`config.mk`:
```
export PLATFORM = sky130hd
export DESIGN_NAME = tagged_record_field_extractor
export DESIGN_NICKNAME = d
export VERILOG_FILES = /design/src/rtl/tre_pkg.sv /design/src/rtl/tre_decode.sv /design/src/rtl/tagged_record_field_extractor.sv
export VERILOG_INCLUDE_DIRS = /design/src /design/src/rtl
export SDC_FILE = /design/constraint.sdc
export NUM_CORES = 1
export LEC_CHECK = 0
export BUFFER_PORTS_ARGS = -buffer_cell sky130_fd_sc_hd__buf_2
export CAP_MARGIN = 30
export CORE_MARGIN = 5
export CORE_UTILIZATION = 30
export CTS_CLUSTER_DIAMETER = 50
export DETAILED_ROUTE_END_ITERATION = 12
export RECOVER_POWER = 50
export SYNTH_ARGS = -nofsm -noshare
export SYNTH_HDL_FRONTEND = slang
export SYNTH_SLANG_ARGS = --single-unit
```
`constraint.sdc`:
```
create_clock -name clk -period 7.3 [get_ports clk]
set_input_delay 1.46 -clock clk [delete_from_list [all_inputs] [get_ports clk]]
set_output_delay 1.46 -clock clk [all_outputs]
set_load 0.005 [all_outputs]
```
`src/rtl/tagged_record_field_extractor_defines.svh`:
```
// assertion macros used by the extractor top level
`ifndef TAGGED_RECORD_FIELD_EXTRACTOR_DEFINES_SVH
`define TAGGED_RECORD_FIELD_EXTRACTOR_DEFINES_SVH

// condition implies consequence in the same cycle
`define TRE_ASSERT_NOW(label, cond, cons, msg) \
  label: assert property (@(posedge clk) disable iff (rst) (cond) |-> (cons)) \
    else $error(msg);

// condition implies consequence in the next cycle
`define TRE_ASSERT_NEXT(label, cond, cons, msg) \
  label: assert property (@(posedge clk) disable iff (rst) (cond) |=> (cons)) \
    else $error(msg);

`endif

```
`src/rtl/tre_pkg.sv`:
```
// types, codes and tag table for the tagged record field extractor
package tre_pkg;

  localparam logic [2:0] KIND_BATTERY     = 3'd0;
  localparam logic [2:0] KIND_TEMPERATURE = 3'd1;
  localparam logic [2:0] KIND_RSSI        = 3'd2;
  localparam logic [2:0] KIND_SWITCH      = 3'd3;
  localparam logic [2:0] KIND_VOLTAGE     = 3'd4;
  localparam logic [2:0] KIND_CURRENT     = 3'd5;
  localparam logic [2:0] KIND_TRUNCATED   = 3'd6;

  localparam logic [7:0] TAG_BATTERY     = 8'h01;
  localparam logic [7:0] TAG_TEMPERATURE = 8'h03;
  localparam logic [7:0] TAG_RSSI        = 8'h05;
  localparam logic [7:0] TAG_SWITCH1     = 8'h64;
  localparam logic [7:0] TAG_SWITCH2     = 8'h65;
  localparam logic [7:0] TAG_VOLTAGE     = 8'h96;
  localparam logic [7:0] TAG_CURRENT     = 8'h97;

  localparam logic [15:0] RSSI_OFFSET = 16'd90;

  localparam logic [1:0] CHANNEL_ONE = 2'd1;
  localparam logic [1:0] CHANNEL_TWO = 2'd2;

  typedef struct packed {
    logic        in_field;
    logic [7:0]  field_tag;
    logic [2:0]  bytes_left;
    logic [2:0]  byte_position;
    logic [31:0] value_accumulator;
  } parse_state_t;

  typedef struct packed {
    logic [2:0]         report_kind;
    logic [1:0]         channel;
    logic [31:0]        value_raw;
    logic signed [15:0] rssi_dbm;
    logic               mains_powered;
  } report_t;

  // bytes that follow a tag: one type byte plus the value
  function automatic logic [2:0] tag_length(input logic [7:0] tag);
    logic [2:0] len;
    case (tag)
      8'h03, 8'h0c, 8'h64, 8'h65, 8'h6e, 8'h6f, 8'h94, 8'h9c: len = 3'd2;
      8'h01, 8'h04, 8'h05, 8'h08, 8'h09, 8'h0a, 8'h9b:        len = 3'd3;
      8'h95, 8'h96, 8'h97, 8'h98:                             len = 3'd5;
      8'h06:                                                  len = 3'd6;
      default:                                                len = 3'd0;
    endcase
    return len;
  endfunction

endpackage

```
`src/rtl/tre_decode.sv`:
```
// per-byte parse step: next state and report for one payload byte
module tre_decode
  import tre_pkg::*;
(
  input  parse_state_t state,
  input  logic [7:0]   payload_byte,
  input  logic         last_byte,
  output parse_state_t state_next,
  output logic         fire,
  output report_t      report
);

  logic [2:0]  len;
  logic [2:0]  pos;
  logic [2:0]  left;
  logic [4:0]  shamt;
  logic [31:0] acc;
  logic [15:0] rssi_raw;

  assign len      = tag_length(payload_byte);
  assign pos      = state.byte_position + 3'd1;
  assign left     = state.bytes_left - 3'd1;
  assign shamt    = {pos - 3'd2, 2'b00} << 1;
  assign rssi_raw = acc[15:0] - RSSI_OFFSET;

  always_comb begin
    acc = state.value_accumulator;
    if (pos inside {[3'd2:3'd5]}) begin
      acc = state.value_accumulator | ({24'd0, payload_byte} << shamt);
    end
  end

  always_comb begin
    state_next = state;
    fire       = 1'b0;
    report     = '{report_kind: KIND_TRUNCATED, channel: CHANNEL_ONE,
                   value_raw: 32'd0, rssi_dbm: 16'sd0, mains_powered: 1'b0};

    if (!state.in_field) begin
      if (len != 3'd0) begin
        state_next = '{in_field: 1'b1, field_tag: payload_byte, bytes_left: len,
                       byte_position: 3'd0, value_accumulator: 32'd0};
      end
    end else begin
      state_next.byte_position     = pos;
      state_next.bytes_left        = left;
      state_next.value_accumulator = acc;
      if (left == 3'd0) begin
        state_next = '0;
        fire       = 1'b1;
        case (state.field_tag)
          TAG_BATTERY: begin
            report.report_kind = KIND_BATTERY;
            report.value_raw   = {16'd0, acc[15:0]};
          end
          TAG_TEMPERATURE: begin
            report.report_kind = KIND_TEMPERATURE;
            report.value_raw   = {24'd0, payload_byte};
          end
          TAG_RSSI: begin
            report.report_kind = KIND_RSSI;
            report.rssi_dbm    = rssi_raw;
          end
          TAG_SWITCH1, TAG_SWITCH2: begin
            report.report_kind = KIND_SWITCH;
            report.channel     = (state.field_tag == TAG_SWITCH2) ? CHANNEL_TWO : CHANNEL_ONE;
            report.value_raw   = {31'd0, payload_byte == 8'd1};
          end
          TAG_VOLTAGE: begin
            report.report_kind   = KIND_VOLTAGE;
            report.value_raw     = acc;
            report.mains_powered = 1'b1;
          end
          TAG_CURRENT: begin
            report.report_kind = KIND_CURRENT;
            report.value_raw   = acc;
          end
          default: fire = 1'b0;
        endcase
      end
    end

    // end of record: a field still open is cut short, then restart
    if (last_byte) begin
      if (state_next.in_field && state_next.bytes_left != 3'd0) begin
        fire   = 1'b1;
        report = '{report_kind: KIND_TRUNCATED, channel: CHANNEL_ONE,
                   value_raw: 32'd0, rssi_dbm: 16'sd0, mains_powered: 1'b0};
      end
      state_next = '0;
    end
  end

endmodule

```
`src/rtl/tagged_record_field_extractor.sv`:
```
// top level of the tagged record field extractor
//
//  channel  direction  handshake              payload
//  in       input      in_valid / in_ready    payload_byte, last_byte
//  out      output     out_valid / out_ready  report_kind, channel, value_raw,
//                                             rssi_dbm, mains_powered
//
// one byte per cycle while in_ready is high; a report is registered into the output
// register at the transfer of the byte that completes its field
// the parse state is updated at the input transfer, so bytes follow back to back
// in_ready drops only while a report is held and out_ready is low
// rst is synchronous and returns the parser to expecting a tag
module tagged_record_field_extractor
  import tre_pkg::*;
(
  input  logic               clk,
  input  logic               rst,
  input  logic               in_valid,
  output logic               in_ready,
  input  logic [7:0]         payload_byte,
  input  logic               last_byte,
  output logic               out_valid,
  input  logic               out_ready,
  output logic [2:0]         report_kind,
  output logic [1:0]         channel,
  output logic [31:0]        value_raw,
  output logic signed [15:0] rssi_dbm,
  output logic               mains_powered
);

`include "tagged_record_field_extractor_defines.svh"

  parse_state_t state;
  parse_state_t state_next;
  logic         fire;
  report_t      report;
  logic         in_xfer;

  assign in_ready = !out_valid || out_ready;
  assign in_xfer  = in_valid && in_ready;

  tre_decode u_decode (
    .state        (state),
    .payload_byte (payload_byte),
    .last_byte    (last_byte),
    .state_next   (state_next),
    .fire         (fire),
    .report       (report)
  );

  always_ff @(posedge clk) begin
    if (rst) begin
      state     <= '0;
      out_valid <= 1'b0;
    end else begin
      if (in_xfer) begin
        state <= state_next;
      end
      if (in_xfer) begin
        out_valid <= fire;
      end else if (out_ready) begin
        out_valid <= 1'b0;
      end
    end
  end

  always_ff @(posedge clk) begin
    if (in_xfer && fire) begin
      report_kind   <= report.report_kind;
      channel       <= report.channel;
      value_raw     <= report.value_raw;
      rssi_dbm      <= report.rssi_dbm;
      mains_powered <= report.mains_powered;
    end
  end

  `TRE_ASSERT_NEXT(a_restart_after_last, in_xfer && last_byte, !state.in_field, "no restart after last byte")
  `TRE_ASSERT_NOW(a_open_field_has_bytes, state.in_field, state.bytes_left != 3'd0, "open field with no bytes left")
  `TRE_ASSERT_NOW(a_mains_on_voltage, out_valid && mains_powered, report_kind == KIND_VOLTAGE, "mains flag off a voltage report")
  `TRE_ASSERT_NOW(a_channel_two_switch, out_valid && channel == CHANNEL_TWO, report_kind == KIND_SWITCH, "channel two on a non-switch report")
  `TRE_ASSERT_NEXT(a_stall_holds_report, out_valid && !out_ready, out_valid && $stable(value_raw), "held report lost")

endmodule
```
# Yosys cells after proc, flatten, opt, wreduce, memory -nomap -nowiden
# Index checks and enable logic that the tools add are counted.
word_totals:
  regBits: 102
  in_bits: 13
  out_inout_bits: 56
op_classes:
  addsub: 4
  mux: 23
  bitwise: 1
  eq_ne: 28
  shifts: 1
  n_lt_le_gt_ge: 2
  n_reduce_logical: 19
op_table:
  columns: ["operator", "n"]
  rows:
  - ["two-way mux 54 bit", 4]
  - ["two-way mux 47 bit", 4]
  - ["case mux 32 bit (4 select lines)", 1]
  - ["equality test 8 bit, second input constant", 9]
  - ["equality test 8 x 7 -> 1 bit, second input constant", 6]
  - ["equality test 8 x 3 -> 1 bit, second input constant", 4]
  - ["equality test 8 x 4 -> 1 bit, second input constant", 4]
  - ["two-way mux 32 bit", 1]
  - ["bitwise OR 32 bit", 1]
  - ["left shift 8 x 5 -> 32 bit", 1]
  - ["case mux 3 bit (6 select lines)", 1]
  - ["equality test 8 x 1 -> 1 bit, second input constant", 2]
  - ["equality test 8 x 2 -> 1 bit, second input constant", 2]
  - ["two-way mux 16 bit", 1]
  - ["subtractor 16 x 7 -> 16 bit, second input constant", 1]
  - ["OR reduction 7 bit", 2]
  - ["case mux 3 bit (4 select lines)", 1]
  - ["nonzero test 3 bit", 3]
  - ["two-way mux 1 bit", 8]
  - ["OR reduction 8 bit", 1]
  - ["logical AND 1 bit", 4]
  - ["two-way mux 2 bit", 2]
  - ["OR reduction 2 bit", 2]
  - ["OR reduction 4 bit", 1]
  - ["other kinds (12)", 12]

# Depth between registers and ports, before layout
depth:
  word_depth: 12
  ltp_mapped: 15
  mapped_depth_nobuf: 13

# Hierarchy
# From an unflattened synthesis, not the netlist that was laid out.
hier_totals:
  hier_cells: 662
  hier_area_um2: 6025.8
by_module_without_submodules:
  columns: ["mod", "cells_per_inst", "n_inst", "area_each_um2"]
  rows:
  - ["tagged_record_field_extractor", 274, 1, 3812.4]
  - ["tre_decode", 388, 1, 2213.4]

# Worst setup path before layout
# Ideal clock, no wire load.
synth_timing:
  path_type: "input-to-reg"
  start: "input port payload_byte[4]"
  end: "register channel[0] (enable)"
  slack_ns: 0.512
  required_ns: 6.768
  arrival_ns: 6.256
  path_stages: 6
  n_path_buf: 0
  path_cell_list: "nor4_1 > nand4b_1 > and3_1 > a32oi_1 > nor4_1 > nor3_1"
synth_via:
  elab_chain_cells: 11
  elab_cells_between_ends: 32
  classes_between: "eq/ne (20); mux (5); reduce/logical (7)"
synth_lines:
  columns: ["element", "line_no", "rtl"]
  rows:
  - ["from (decl)", "tagged_record_field_extractor.sv:20", "input logic [7:0] payload_byte,"]
  - ["equality test 8 x 2 -> 1 bit, or another cell as far along", "tre_pkg.sv:44", "case (tag)"]
  - ["OR reduction 8 bit, or another cell as far along", "tre_pkg.sv:44", null]
  - ["case mux 3 bit (4 select lines) (*)", "tre_pkg.sv:44", null]
  - ["nonzero test 3 bit", "tre_decode.sv:40", "if (len != 3'd0) begin"]
  - ["two-way mux 47 bit (*)", "tre_decode.sv:40", null]
  - ["two-way mux 47 bit (*)", "tre_decode.sv:39", "if (!state.in_field) begin"]
  - ["nonzero test 3 bit", "tre_decode.sv:85", "if (state_next.in_field && state_next.bytes_left != 3'd0) begin"]
  - ["logical AND 1 bit (*)", "tre_decode.sv:85", null]
  - ["two-way mux 1 bit (*)", "tre_decode.sv:85", null]
  - ["two-way mux 1 bit (*)", "tre_decode.sv:84", "if (last_byte) begin"]
  - ["logical AND 1 bit (*)", "tagged_record_field_extractor.sv:68", "if (in_xfer && fire) begin"]
  - ["to (signal assigned)", "tagged_record_field_extractor.sv:70", "channel <= report.channel;"]
  - ["to (decl)", "tagged_record_field_extractor.sv:25", "output logic [1:0] channel,"]
# Mark *: on every way between the ends. The rest lies on a longest branch, timed or not. The select of a mux whose other input is x is not followed.
# A chain may end at the register's enable or synchronous reset.

==> impl_metrics.csv <==
group,metric,value,unit
clocking,numClockSinks,102,
run,maxCapViolCount,0,
timing,fin_crit_sh,54.8,%
grt,grt_pass1_wl,20.0,mm
placed_design,gp_congestion,0.890,
drt,drc,0,
layout,nFillCells,1652,
synthesis,synth_area_leaders,"edfxtp_1 (34%), dfxtp_1 (20%), nor2_1 (7.7%)",
grt,grt_pass1_vias,3775,
critical_path,r2r-start,"state[32]$_SDFFE_PP0P_",
clocking,cts_buffer_depth,2,
clocking,cts_hold_buf,0,
timing,rsz0062_at_grt,"false",
layout,drive_gt1_share,10.1,%
critical_path,worst_path_max_delay_cell,"dfxtp_1",
drt,via_count,3953,
synthesis,postSynthCellCount,493,
synthesis,synth_cell_type_count,66,
synthesis,synth_top_flop_cell,"edfxtp_1",
synthesis,synth_nets,512,
drt,wl,12.5,mm
drt,vias_per_cell,5.14,
clocking,cts-root-buf,"clkbuf_16",
timing,timing.setup.tns,0,ns
floorplan,die_y,136,µm
floorplan,ios,69,
synthesis,synth_edf_count,54,
drt,wl_per_cell,16.3,µm
critical_path,path_delay_family,"compound AO/OA/AOI/OAI gates",
floorplan,die_w,136,µm
layout,antenna_cells,0,
synthesis,avgSynthCellArea,9.71,µm²
grt,antenna_found_initial,0,
pwr,ir_drop,108,µV
layout,syn_to_final_growth,16.0,%
timing,hold_viol,0,
layout,layout_commonest_cell,"nor2_1",
drt,antenna_left,0,
clocking,cts_tree,"built",
clocking,clk_pin_slew,0.07,ns
layout,finalNetCount,567,
synthesis,yosys.area.top_type,"edfxtp_1",
outcome,status,"finished clean",
clocking,cts_made_buffers,9,
critical_path,cpPeakStageDelay,0.75,ns
timing,tightest_slew,1.21,ns
synthesis,ys_warn_count,0,
pwr,p_leak,1.91,nW
floorplan,rows,46,
critical_path,reg2reg_slack,3.30,ns
timing,setup_viol,0,
critical_path,critical_path_required,7.37,ns
floorplan,dieArea,18600,µm²
critical_path,cp.depth,13,
clocking,insertion_delay,0.35,ns
layout,fin_util,35.2,%
critical_path,cp_max_fo,19,
critical_path,worstPathCellList,"inv_1 -> ha_1 -> nand2_1 -> a21oi_1 -> a21o_1 -> inv_1 -> ha_1 -> inv_1 -> a31oi_1 -> o21a_1 -> a22o_1 -> nand2_1 -> a21oi_1",
layout,seq_area,2580,µm²
critical_path,ff2ff_path_depth,13,
timing,finalCriticalPeriod,4.00,ns
hold_path,hold_depth,2,
grt,grt.total_usage,13.7,%
clocking,postCtsResizedCells,0,
clocking,cts_setup_buffers,0,
timing,timing.fmax,250,MHz
placed_design,dp_hpwl,8.57,mm
synthesis,synthArstFlopShare,0,%
hold_path,min-delay-start,"state[8]$_SDFFE_PP0P_",
synthesis,ys_seq_elements,102,
critical_path,critPathCaptureType,"register",
timing,finalMaxSlewViolations,0,
synthesis,synth_top_area_share,33.9,%
clocking,htree_levels,3,
drt,drtPass1Iterations,5,
synthesis,synth_area,4790,µm²
grt,grt_max_degree,39,
timing,fin_skew,0.00509,ns
critical_path,timing.rr.end,"rssi_dbm[11]$_DFFE_PP_",
pwr,power_density,222,nW/µm²
layout,multi_input_area,1990,µm²
critical_path,arrival,4.07,ns
hold_path,hold_class,"reg2reg",
floorplan,core_area,15800,µm²
critical_path,startpoint_type,"register",
layout,mostFrequentLayoutCells,"nor2_1 (99), a21oi_1 (62), edfxtp_1 (54)",
hold_path,whs_endpoint,"state[8]$_SDFFE_PP0P_",
drt,drtIter0Drc,318,
timing,relSlewSlack,18.8,%
floorplan,start_util,30.4,%
synthesis,yosysSeqAreaShare,53.9,%
critical_path,crit_buf_inv,3,
critical_path,criticalPathCategory,"reg2reg",
grt,grt.overflow.total,0,
critical_path,critPathMostFrequentCell,"inv_1",
placed_design,place.port_buffers,68,
## synth_stat cells, types with 5 or more instances
cell type,instances
nor3_1,8
edfxtp_1,54
a22oi_1,8
a22o_1,8
xnor2_1,11
a21oi_1,62
nand2_1,23
o21ai_0,19
nand3_1,10
inv_1,14
nor2_1,98
a31oi_1,14
buf_2,5
a21o_1,5
dfxtp_1,48
ha_1,6
clkbuf_1,17
## kinds of logic after synthesis
logic type / after synthesis / synth area share (%)
AO/OA/AOI/OAI: 151 / 20.2
XOR/XNOR: 13 / 2.38
adder cells (fa/ha/maj): 6 / 1.57
buffers and inverters: 43 / 4.23
flip-flops: 102 / 53.9
multiplexers: 1 / 0.209
AND/OR/NAND/NOR: 177 / 17.5
## area by class of cell
cell class                 count  share of cell area, %
sequential                   102                   46.5
multi-input combinational    348                   35.9
timing repair buffer          73                   5.90
tap                          216                   4.87
clock buffer                  11                   4.37
clock inverter                 5                   1.51
inverter                      14                  0.946
## worst min-delay path: stages (launching register included)
cell and delay, ns:
dfxtp_1 0.33, a21oi_1 0.04, nor2_1 0.07
## power by group
part           switching [mW]  total (mW)  internal (mW)
logic                  0.0687       0.102         0.0335
registers             0.00496       0.608          0.603
clock network           0.214       0.524          0.311
## per-stage QoR
step           total power [mW]  worst slack [ns]  instance area [µm²]  hold slack [ns]  cells
3_3_place_gp              0.720              3.38                 5290            0.449    753
3_5_place_dp              0.722              3.24                 5290            0.455    753
5_1_grt                    1.28              3.03                 5550            0.494    769
4_1_cts                    1.24              3.31                 5620            0.465    769
2_1_floorplan             0.697             0.512                 4790            0.436    493
6_report                   1.23              3.30                 5550            0.467    769
## how the worst max path moves through the flow
| stage | startpoint | endpoint | slack (ns) |
|---|---|---|---|
| floorplan | payload_byte[4] | channel[0]$_DFFE_PP_ | 0.51 |
| global placement | payload_byte[4] | value_raw[11]$_DFFE_PP_ | 3.38 |
| detailed placement | payload_byte[4] | value_raw[11]$_DFFE_PP_ | 3.24 |
| CTS | state[32]$_SDFFE_PP0P_ | rssi_dbm[11]$_DFFE_PP_ | 3.31 |
| global route | state[32]$_SDFFE_PP0P_ | rssi_dbm[11]$_DFFE_PP_ | 3.03 |
| finish | state[32]$_SDFFE_PP0P_ | rssi_dbm[11]$_DFFE_PP_ | 3.30 |
## per-layer routing
metal | GRT usage (%) | share of wire, % | vias up
met2 | 22.2 | 47 | 128
met1 | 18.2 | 46 | 1894
li1 | - | - | 1915
met5 | 0 | 0 | -
met4 | 5.43 | 1.7 | 0
met3 | 2.55 | 5.6 | 16
## registers in the layout, indices dropped and copies added, names as in the netlist
register,count
channel,2
mains_powered,1
out_valid,1
report_kind,3
rssi_dbm,16
state,47
value_raw,32
No activity file was read; power rests on OpenSTA's default activity.
